<file path="config.mk">
export PLATFORM = sky130hd
export DESIGN_NAME = skin_pixel_gesture_steering_unit
export DESIGN_NICKNAME = d
export VERILOG_FILES = /design/src/rtl/core/spgs_pkg.sv /design/src/rtl/core/skin_pixel_gesture_steering_unit.sv
export SDC_FILE = /design/constraint.sdc
export NUM_CORES = 1
export LEC_CHECK = 0
export BUFFER_PORTS_ARGS = -buffer_cell sky130_fd_sc_hd__buf_2
export CORE_MARGIN = 2
export CORE_UTILIZATION = 30
export DETAILED_ROUTE_END_ITERATION = 8
export PLACE_DENSITY_LB_ADDON = 0.08
export SYNTH_ARGS = -nofsm -noshare
export SYNTH_HDL_FRONTEND = slang
export SYNTH_SLANG_ARGS = --single-unit
</file>
<file path="constraint.sdc">
create_clock -name aclk -period 8.45 [get_ports aclk]
set_clock_uncertainty 0.05 [all_clocks]
set_input_delay 1.2675 -clock aclk [delete_from_list [all_inputs] [get_ports aclk]]
set_output_delay 1.2675 -clock aclk [all_outputs]
set_load 0.05 [all_outputs]
</file>
<file path="src/rtl/core/spgs_pkg.sv">
// ----------------------------------------------------------------------------
// spgs_pkg - shared types and constants for the skin pixel steering unit
// Register indexes, command codes, skin rule limits and window defaults.
// ----------------------------------------------------------------------------
package spgs_pkg;

    localparam int unsigned IMG_W    = 10;
    localparam int unsigned CTRL_W   = 12;
    localparam int unsigned SIDE_W   = 15;
    localparam int unsigned PERSIST_W = 8;
    localparam int unsigned ARM_W    = 5;
    localparam int unsigned DISARM_W = 6;
    localparam int unsigned CFG_ADDR_W = 3;
    localparam int unsigned CFG_DATA_W = 15;
    localparam int unsigned S_DATA_W = 48;
    localparam int unsigned M_DATA_W = 48;

    localparam int unsigned DEF_CTRL_ORIGIN = 25;
    localparam int unsigned DEF_CTRL_SIZE   = 50;
    localparam int unsigned DEF_SIDE_TOP    = 100;
    localparam int unsigned DEF_LEFT_START  = 50;
    localparam int unsigned DEF_RIGHT_START = 450;
    localparam int unsigned DEF_SIDE_SIZE   = 150;

    localparam logic [CTRL_W-1:0]    RST_PRESENCE = 12'd350;
    localparam logic [SIDE_W-1:0]    RST_REGION   = 15'd5000;
    localparam logic [PERSIST_W-1:0] RST_PERSIST  = 8'd5;
    localparam logic [ARM_W-1:0]     RST_ARM      = 5'd20;
    localparam logic [DISARM_W-1:0]  RST_DISARM   = 6'd35;

    localparam logic [7:0] DAY_R_MIN    = 8'd95;
    localparam logic [7:0] DAY_G_MIN    = 8'd40;
    localparam logic [7:0] DAY_B_MIN    = 8'd20;
    localparam logic [7:0] SPREAD_MIN   = 8'd15;
    localparam logic [7:0] BRIGHT_R_MIN = 8'd220;
    localparam logic [7:0] BRIGHT_G_MIN = 8'd210;
    localparam logic [7:0] BRIGHT_B_MIN = 8'd170;

    typedef enum logic [CFG_ADDR_W-1:0] {
        REG_PRESENCE = 3'd0,
        REG_REGION   = 3'd1,
        REG_PERSIST  = 3'd2,
        REG_ARM      = 3'd3,
        REG_DISARM   = 3'd4
    } cfg_reg_t;

    typedef enum logic [2:0] {
        CMD_NONE  = 3'd0,
        CMD_GO    = 3'd1,
        CMD_LEFT  = 3'd2,
        CMD_RIGHT = 3'd3,
        CMD_STOP  = 3'd4
    } cmd_t;

endpackage

</file>
<file path="src/rtl/core/skin_pixel_gesture_steering_unit.sv">
// ----------------------------------------------------------------------------
// skin_pixel_gesture_steering_unit - skin pixel counter and steering decision
// Classes each pixel by the RGB skin rule, counts skin in three windows and
// issues one steering word at the end of every frame.
// ----------------------------------------------------------------------------
// Takes one pixel word per clock while s_tready is high. A pixel is first held
// in the classify register, where the skin rule and window hits are resolved,
// and is then counted; the word marked with s_tlast ends the frame and yields
// one registered result word. No other pixel yields a result. While the
// result word is not taken, pixels keep flowing; only the next word marked with
// s_tlast is held in the classify register, and s_tready stays low until the
// result word is taken. Configuration writes take effect at once and are
// meant to be made between frames.
module skin_pixel_gesture_steering_unit #(
    parameter int unsigned CTRL_ORIGIN = spgs_pkg::DEF_CTRL_ORIGIN,
    parameter int unsigned CTRL_SIZE   = spgs_pkg::DEF_CTRL_SIZE,
    parameter int unsigned SIDE_TOP    = spgs_pkg::DEF_SIDE_TOP,
    parameter int unsigned LEFT_START  = spgs_pkg::DEF_LEFT_START,
    parameter int unsigned RIGHT_START = spgs_pkg::DEF_RIGHT_START,
    parameter int unsigned SIDE_SIZE   = spgs_pkg::DEF_SIDE_SIZE
) (
    input  logic                               aclk,
    input  logic                               aresetn,
    input  logic                               cfg_wr_en,
    input  logic [spgs_pkg::CFG_ADDR_W-1:0]    cfg_addr,
    input  logic [spgs_pkg::CFG_DATA_W-1:0]    cfg_wr_data,
    input  logic                               s_tvalid,
    output logic                               s_tready,
    // red, green, blue, pixel_row, pixel_column, zero pad
    input  logic [spgs_pkg::S_DATA_W-1:0]      s_tdata,
    // frame_end
    input  logic                               s_tlast,
    output logic                               m_tvalid,
    input  logic                               m_tready,
    // command, armed_flag, control_skin_count, left_skin_count,
    // right_skin_count, zero pad
    output logic [spgs_pkg::M_DATA_W-1:0]      m_tdata
);
    import spgs_pkg::*;

    localparam int unsigned BW = IMG_W + 1;
    localparam logic [BW-1:0] CTRL_LO  = BW'(CTRL_ORIGIN);
    localparam logic [BW-1:0] CTRL_HI  = BW'(CTRL_ORIGIN + CTRL_SIZE);
    localparam logic [BW-1:0] SIDE_LO  = BW'(SIDE_TOP);
    localparam logic [BW-1:0] SIDE_HI  = BW'(SIDE_TOP + SIDE_SIZE);
    localparam logic [BW-1:0] LEFT_LO  = BW'(LEFT_START);
    localparam logic [BW-1:0] LEFT_HI  = BW'(LEFT_START + SIDE_SIZE);
    localparam logic [BW-1:0] RIGHT_LO = BW'(RIGHT_START);
    localparam logic [BW-1:0] RIGHT_HI = BW'(RIGHT_START + SIDE_SIZE);

    // configuration
    logic [CTRL_W-1:0]    presence_reg;
    logic [SIDE_W-1:0]    region_reg;
    logic [PERSIST_W-1:0] persist_reg;
    logic [ARM_W-1:0]     arm_lim_reg;
    logic [DISARM_W-1:0]  disarm_lim_reg;

    always_ff @(posedge aclk) begin
        if (!aresetn) begin
            presence_reg   <= RST_PRESENCE;
            region_reg     <= RST_REGION;
            persist_reg    <= RST_PERSIST;
            arm_lim_reg    <= RST_ARM;
            disarm_lim_reg <= RST_DISARM;
        end else if (cfg_wr_en) begin
            unique case (cfg_addr)
                REG_PRESENCE: presence_reg   <= cfg_wr_data[CTRL_W-1:0];
                REG_REGION:   region_reg     <= cfg_wr_data[SIDE_W-1:0];
                REG_PERSIST:  persist_reg    <= cfg_wr_data[PERSIST_W-1:0];
                REG_ARM:      arm_lim_reg    <= cfg_wr_data[ARM_W-1:0];
                REG_DISARM:   disarm_lim_reg <= cfg_wr_data[DISARM_W-1:0];
                default: ;
            endcase
        end
    end

    // classify
    logic [7:0]    red, green, blue;
    logic [BW-1:0] row_x, col_x;
    logic [7:0]    mx, mn, rg_diff;
    logic          day_skin, bright_skin, skin;
    logic          row_ctrl, col_ctrl, row_side, col_left, col_right;

    always_comb begin
        red   = s_tdata[7:0];
        green = s_tdata[15:8];
        blue  = s_tdata[23:16];
        row_x = {1'b0, s_tdata[33:24]};
        col_x = {1'b0, s_tdata[43:34]};

        mx = red;
        if (green > mx) mx = green;
        if (blue > mx)  mx = blue;
        mn = red;
        if (green < mn) mn = green;
        if (blue < mn)  mn = blue;
        rg_diff = (red > green) ? (red - green) : (green - red);

        day_skin = (red > DAY_R_MIN) && (green > DAY_G_MIN) && (blue > DAY_B_MIN)
                && ((mx - mn) > SPREAD_MIN) && (rg_diff > SPREAD_MIN)
                && (red > green) && (red > blue);
        bright_skin = (red > BRIGHT_R_MIN) && (green > BRIGHT_G_MIN)
                   && (blue > BRIGHT_B_MIN) && (rg_diff <= SPREAD_MIN)
                   && (red > blue) && (green > blue);
        skin = day_skin || bright_skin;

        row_ctrl  = (row_x >= CTRL_LO) && (row_x < CTRL_HI);
        col_ctrl  = (col_x >= CTRL_LO) && (col_x < CTRL_HI);
        row_side  = (row_x >= SIDE_LO) && (row_x < SIDE_HI);
        col_left  = (col_x >= LEFT_LO) && (col_x < LEFT_HI);
        col_right = (col_x >= RIGHT_LO) && (col_x < RIGHT_HI);
    end

    logic a_vld_reg, a_vld_next;
    logic a_ctrl_reg, a_left_reg, a_right_reg, a_last_reg;
    logic advance;
    logic m_vld_reg, m_vld_next;

    assign advance  = a_vld_reg && (!a_last_reg || !m_vld_reg || m_tready);
    assign s_tready = !a_vld_reg || advance;
    assign a_vld_next = (s_tvalid && s_tready) || (a_vld_reg && !advance);
    assign m_vld_next = (m_vld_reg && !m_tready) || (advance && a_last_reg);

    always_ff @(posedge aclk) begin
        if (!aresetn) begin
            a_vld_reg <= 1'b0;
            m_vld_reg <= 1'b0;
        end else begin
            a_vld_reg <= a_vld_next;
            m_vld_reg <= m_vld_next;
        end
    end

    always_ff @(posedge aclk) begin
        if (s_tvalid && s_tready) begin
            a_ctrl_reg  <= skin && row_ctrl && col_ctrl;
            a_left_reg  <= skin && row_side && col_left;
            a_right_reg <= skin && row_side && col_right;
            a_last_reg  <= s_tlast;
        end
    end

    // count and decide
    logic [CTRL_W-1:0]    ctrl_acc_reg, ctrl_cnt;
    logic [SIDE_W-1:0]    left_acc_reg, left_cnt, right_acc_reg, right_cnt;
    logic [ARM_W-1:0]     arm_reg, arm_next, arm_a;
    logic [DISARM_W-1:0]  dis_reg, dis_next, dis_a;
    logic                 armed_reg, armed_next;
    logic [PERSIST_W-1:0] lp_reg, lp_next, rp_reg, rp_next;
    logic                 gesture, steer, lon, ron;
    cmd_t                 cmd;

    always_comb begin
        ctrl_cnt  = (a_ctrl_reg && ctrl_acc_reg != '1) ? ctrl_acc_reg + 1'b1 : ctrl_acc_reg;
        left_cnt  = (a_left_reg && left_acc_reg != '1) ? left_acc_reg + 1'b1 : left_acc_reg;
        right_cnt = (a_right_reg && right_acc_reg != '1) ? right_acc_reg + 1'b1
                                                         : right_acc_reg;

        gesture = ctrl_cnt > presence_reg;
        arm_a = arm_reg;
        dis_a = dis_reg;
        if (gesture && !armed_reg) begin
            arm_a = (arm_reg != '1) ? arm_reg + 1'b1 : arm_reg;
            dis_a = '0;
        end

        steer      = arm_a > arm_lim_reg;
        armed_next = armed_reg || steer;
        lp_next    = lp_reg;
        rp_next    = rp_reg;
        cmd        = CMD_NONE;
        if (steer) begin
            if (left_cnt > region_reg) begin
                lp_next = (lp_reg != '1) ? lp_reg + 1'b1 : lp_reg;
            end else begin
                lp_next = '0;
            end
            if (right_cnt > region_reg) begin
                rp_next = (rp_reg != '1) ? rp_reg + 1'b1 : rp_reg;
            end else begin
                rp_next = '0;
            end
        end
        lon = lp_next > persist_reg;
        ron = rp_next > persist_reg;
        if (steer) begin
            priority if (lon && ron) cmd = CMD_GO;
            else if (lon)            cmd = CMD_LEFT;
            else if (ron)            cmd = CMD_RIGHT;
            else                     cmd = CMD_STOP;
        end

        dis_next = dis_a;
        if (gesture && armed_next) begin
            dis_next = (dis_a != '1) ? dis_a + 1'b1 : dis_a;
        end
        arm_next = arm_a;
        if (dis_next > disarm_lim_reg) begin
            armed_next = 1'b0;
            arm_next   = '0;
        end
    end

    always_ff @(posedge aclk) begin
        if (!aresetn) begin
            ctrl_acc_reg  <= '0;
            left_acc_reg  <= '0;
            right_acc_reg <= '0;
            arm_reg       <= '0;
            dis_reg       <= '0;
            armed_reg     <= 1'b0;
            lp_reg        <= '0;
            rp_reg        <= '0;
        end else if (advance) begin
            if (a_last_reg) begin
                ctrl_acc_reg  <= '0;
                left_acc_reg  <= '0;
                right_acc_reg <= '0;
                arm_reg       <= arm_next;
                dis_reg       <= dis_next;
                armed_reg     <= armed_next;
                lp_reg        <= lp_next;
                rp_reg        <= rp_next;
            end else begin
                ctrl_acc_reg  <= ctrl_cnt;
                left_acc_reg  <= left_cnt;
                right_acc_reg <= right_cnt;
            end
        end
    end

    logic [M_DATA_W-1:0] m_data_reg;

    always_ff @(posedge aclk) begin
        if (advance && a_last_reg) begin
            m_data_reg <= {2'b00, right_cnt, left_cnt, ctrl_cnt, armed_next, cmd};
        end
    end

    assign m_tvalid = m_vld_reg;
    assign m_tdata  = m_data_reg;

endmodule

</file>
==> run metrics <==
Relative slew margins=29.7%; area grow syn2layout=14.4%; r2r startpoint=ctrl_acc_reg[2]; Hold WS=0.416 ns; crit-path max cell delay=0.43 ns; vias=10058; num ports=122; min-delay src=region_reg[13]; largest cells by area after synthesis=dfxtp_1, ha_1, edfxtp_1; DR pass1 iterations=5; Async SR Flop Fraction=0%; antenna violations before repair=0; IO buf count=115; final net count=1692; CP Class=register to register; wire per inst=16.8 microns; chip width=202 microns; commonest non-fill, non-tap cell in the layout=nand2_1; Site Rows=72; Power Total=2.04 mW; warnings from Yosys=0; first-pass GRT wire length=54.0 mm; Min-Delay Endpoint=region_reg[13]; Final Core Density=34.8%; Synth top area share=20.0%; Total Routing Usage GR=16.6%; Final Wtd Congestion=0.818; FF+latch count, synth=168; Syn Area/Cell=8.44 sq um; drt total wl=33.8 mm; cts bufs inserted=17; sequential-to-total area share from yosys stat=32.8%; Crit path required time=8.75 ns; Worst Reg-to-Reg Cells=39; commonest cells after routing, fill and taps aside=nand2_1, ha_1, dfxtp_1, buf_2, a21oi_1; vias in the first global route=9641; Min-Delay Path Depth=2; Initial Util=30.5%; Largest register FFs=46; Hold Vio Cnt, Final=0; critical path arrival=7.89 ns; Setup violations, final=0; clock tree buffer depth=2; fin crit share=89.8%; Post-synth EDFFs=50; crit path capture type=register; core area=38700 sq um; Worst VDD drop=0.0000957 V; cell count after synthesis=1398; Pleak=5.71 nW; CP max stage cell=dfxtp_1; Tightest Pin Transition=1.05 ns; worst hold-check path type=register to register; Synth Cell Area=11800 sq um; largest net degree at the start of global routing=76; Worst-Skew Late Latency=0.43 ns; share of cells above drive strength 1=12.7%; Setup Fix Bufs, Post-CTS=0; clk sinks=168; Final HPWL DP=25.1 mm; antenna cells=0; Max-Cap Viols=0; Worst Setup Start Kind=register; Post-CTS Hold Buffers=0; min Tclk post-route=7.59 ns; RSZ-0062 raised after global routing=no; PD cells=151 nW/um^2; clock slew at reported path FFs=0.07 ns; full die area=40900 sq um; reg2reg end=armed_reg; CTS root buf=clkbuf_16; R2R setup slack=0.86 ns; H-tree Lvls=4; post_cts resized=0; setup_tns=0 ns; cell accounting for the most synthesized area=dfxtp_1; vias per inst=4.99; Initial DRC Count=474; outcome=finished clean; post-synth cell types=82; CTS tree=done; total global routing overflow=0; top_reg_cell synth=dfxtp_1; crit-path most repeated cell=and3_1; Fillers=4094; achievable frequency=132 MHz; CP max FO=8; antenna-violating nets left=0; Slew Viols, Final=0; Die H=202 microns; # DRC=0
where the power goes:
part | total, mW | switching (mW) | internal, mW
registers | 0.843 | 0.00502 | 0.838
clock network | 0.829 | 0.353 | 0.476
logic | 0.367 | 0.232 | 0.136
critical path: cells and delay by family, from the launching register on:
kind                     cells  cell delay, ns
XOR/XNOR                     1            0.18
AO/OA/AOI/OAI               15            3.06
flip-flops                   1            0.43
buffers and inverters        1            0.16
AND/OR/NAND/NOR             19            2.81
adder cells (fa/ha/maj)      3            0.83
synth_stat cells, types with 4 or more instances:
| library cell | number |
|---|---|
| ha_1 | 131 |
| o21a_1 | 16 |
| inv_1 | 91 |
| and2_1 | 10 |
| nand2_1 | 146 |
| a21oi_1 | 91 |
| o211ai_1 | 17 |
| xor2_1 | 23 |
| or3_1 | 10 |
| and3_1 | 21 |
| a21boi_0 | 40 |
| a211oi_1 | 4 |
| nor2b_1 | 65 |
| nor4_1 | 9 |
| o221a_2 | 4 |
| nand3b_1 | 6 |
| o31ai_1 | 7 |
| a31oi_1 | 12 |
| buf_1 | 4 |
| mux2_2 | 4 |
| a21o_1 | 26 |
| nor2_1 | 89 |
| o31a_1 | 7 |
| nand4_1 | 25 |
| o21ai_0 | 81 |
| o21bai_1 | 4 |
| xnor2_1 | 28 |
| nand3_1 | 60 |
| or2_2 | 4 |
| a22oi_1 | 32 |
| nand2b_1 | 13 |
| edfxtp_1 | 50 |
| nor3_1 | 17 |
| o22ai_1 | 5 |
| dfxtp_1 | 118 |
| clkbuf_1 | 46 |
| mux2i_1 | 9 |
routing by layer:
metal | wire length, microns | track usage, %
met2 | 15000 | 26.6
met4 | 547 | 4.38
met3 | 839 | 2.06
met5 | 0 | 0
met1 | 17400 | 23.4
area by class of cell:
cell class                 instances  area (sq um)  share of cell area [%]
clock buffer                      18           439                    3.26
clock inverter                    14           174                    1.29
inverter                          91           342                    2.53
multi-input combinational       1081          7340                    54.4
sequential                       168          3860                    28.6
tap                              518           648                    4.80
timing repair buffer             127           681                    5.05
worst max path at each step:
stage,startpoint,endpoint,slack (ns)
2_1_floorplan,ctrl_acc_reg[0],armed_reg,1.74
3_3_place_gp,s_tdata[8],a_right_reg,0.95
3_5_place_dp,ctrl_acc_reg[0],armed_reg,0.91
4_1_cts,ctrl_acc_reg[2],armed_reg,0.88
5_1_grt,ctrl_acc_reg[2],armed_reg,0.16
6_report,ctrl_acc_reg[2],armed_reg,0.86
stage by stage:
step,cell area (sq um),worst slack (ns),instances
floorplan,11800,1.74,1399
global placement,12900,0.954,1985
detailed placement,12900,0.913,1985
CTS,13500,0.880,2017
global route,13500,0.159,2017
finish,13500,0.864,2017
logic make-up (layout without fill, tap and decap cells):
group | Yosys count | count (layout) | synth area share [%]
and+or+nand+nor | 493 | 493 | 20.8
AOI/OAI and AO/OA | 386 | 386 | 21.8
xor gates and xnor gates | 51 | 51 | 3.79
other | 1 | 2 | 0.0318
buffers and inverters | 150 | 250 | 5.07
adders and majority gates | 134 | 134 | 14.4
DFF | 168 | 168 | 32.8
muxes | 15 | 15 | 1.38
Power figures use the tool's default switching activity.
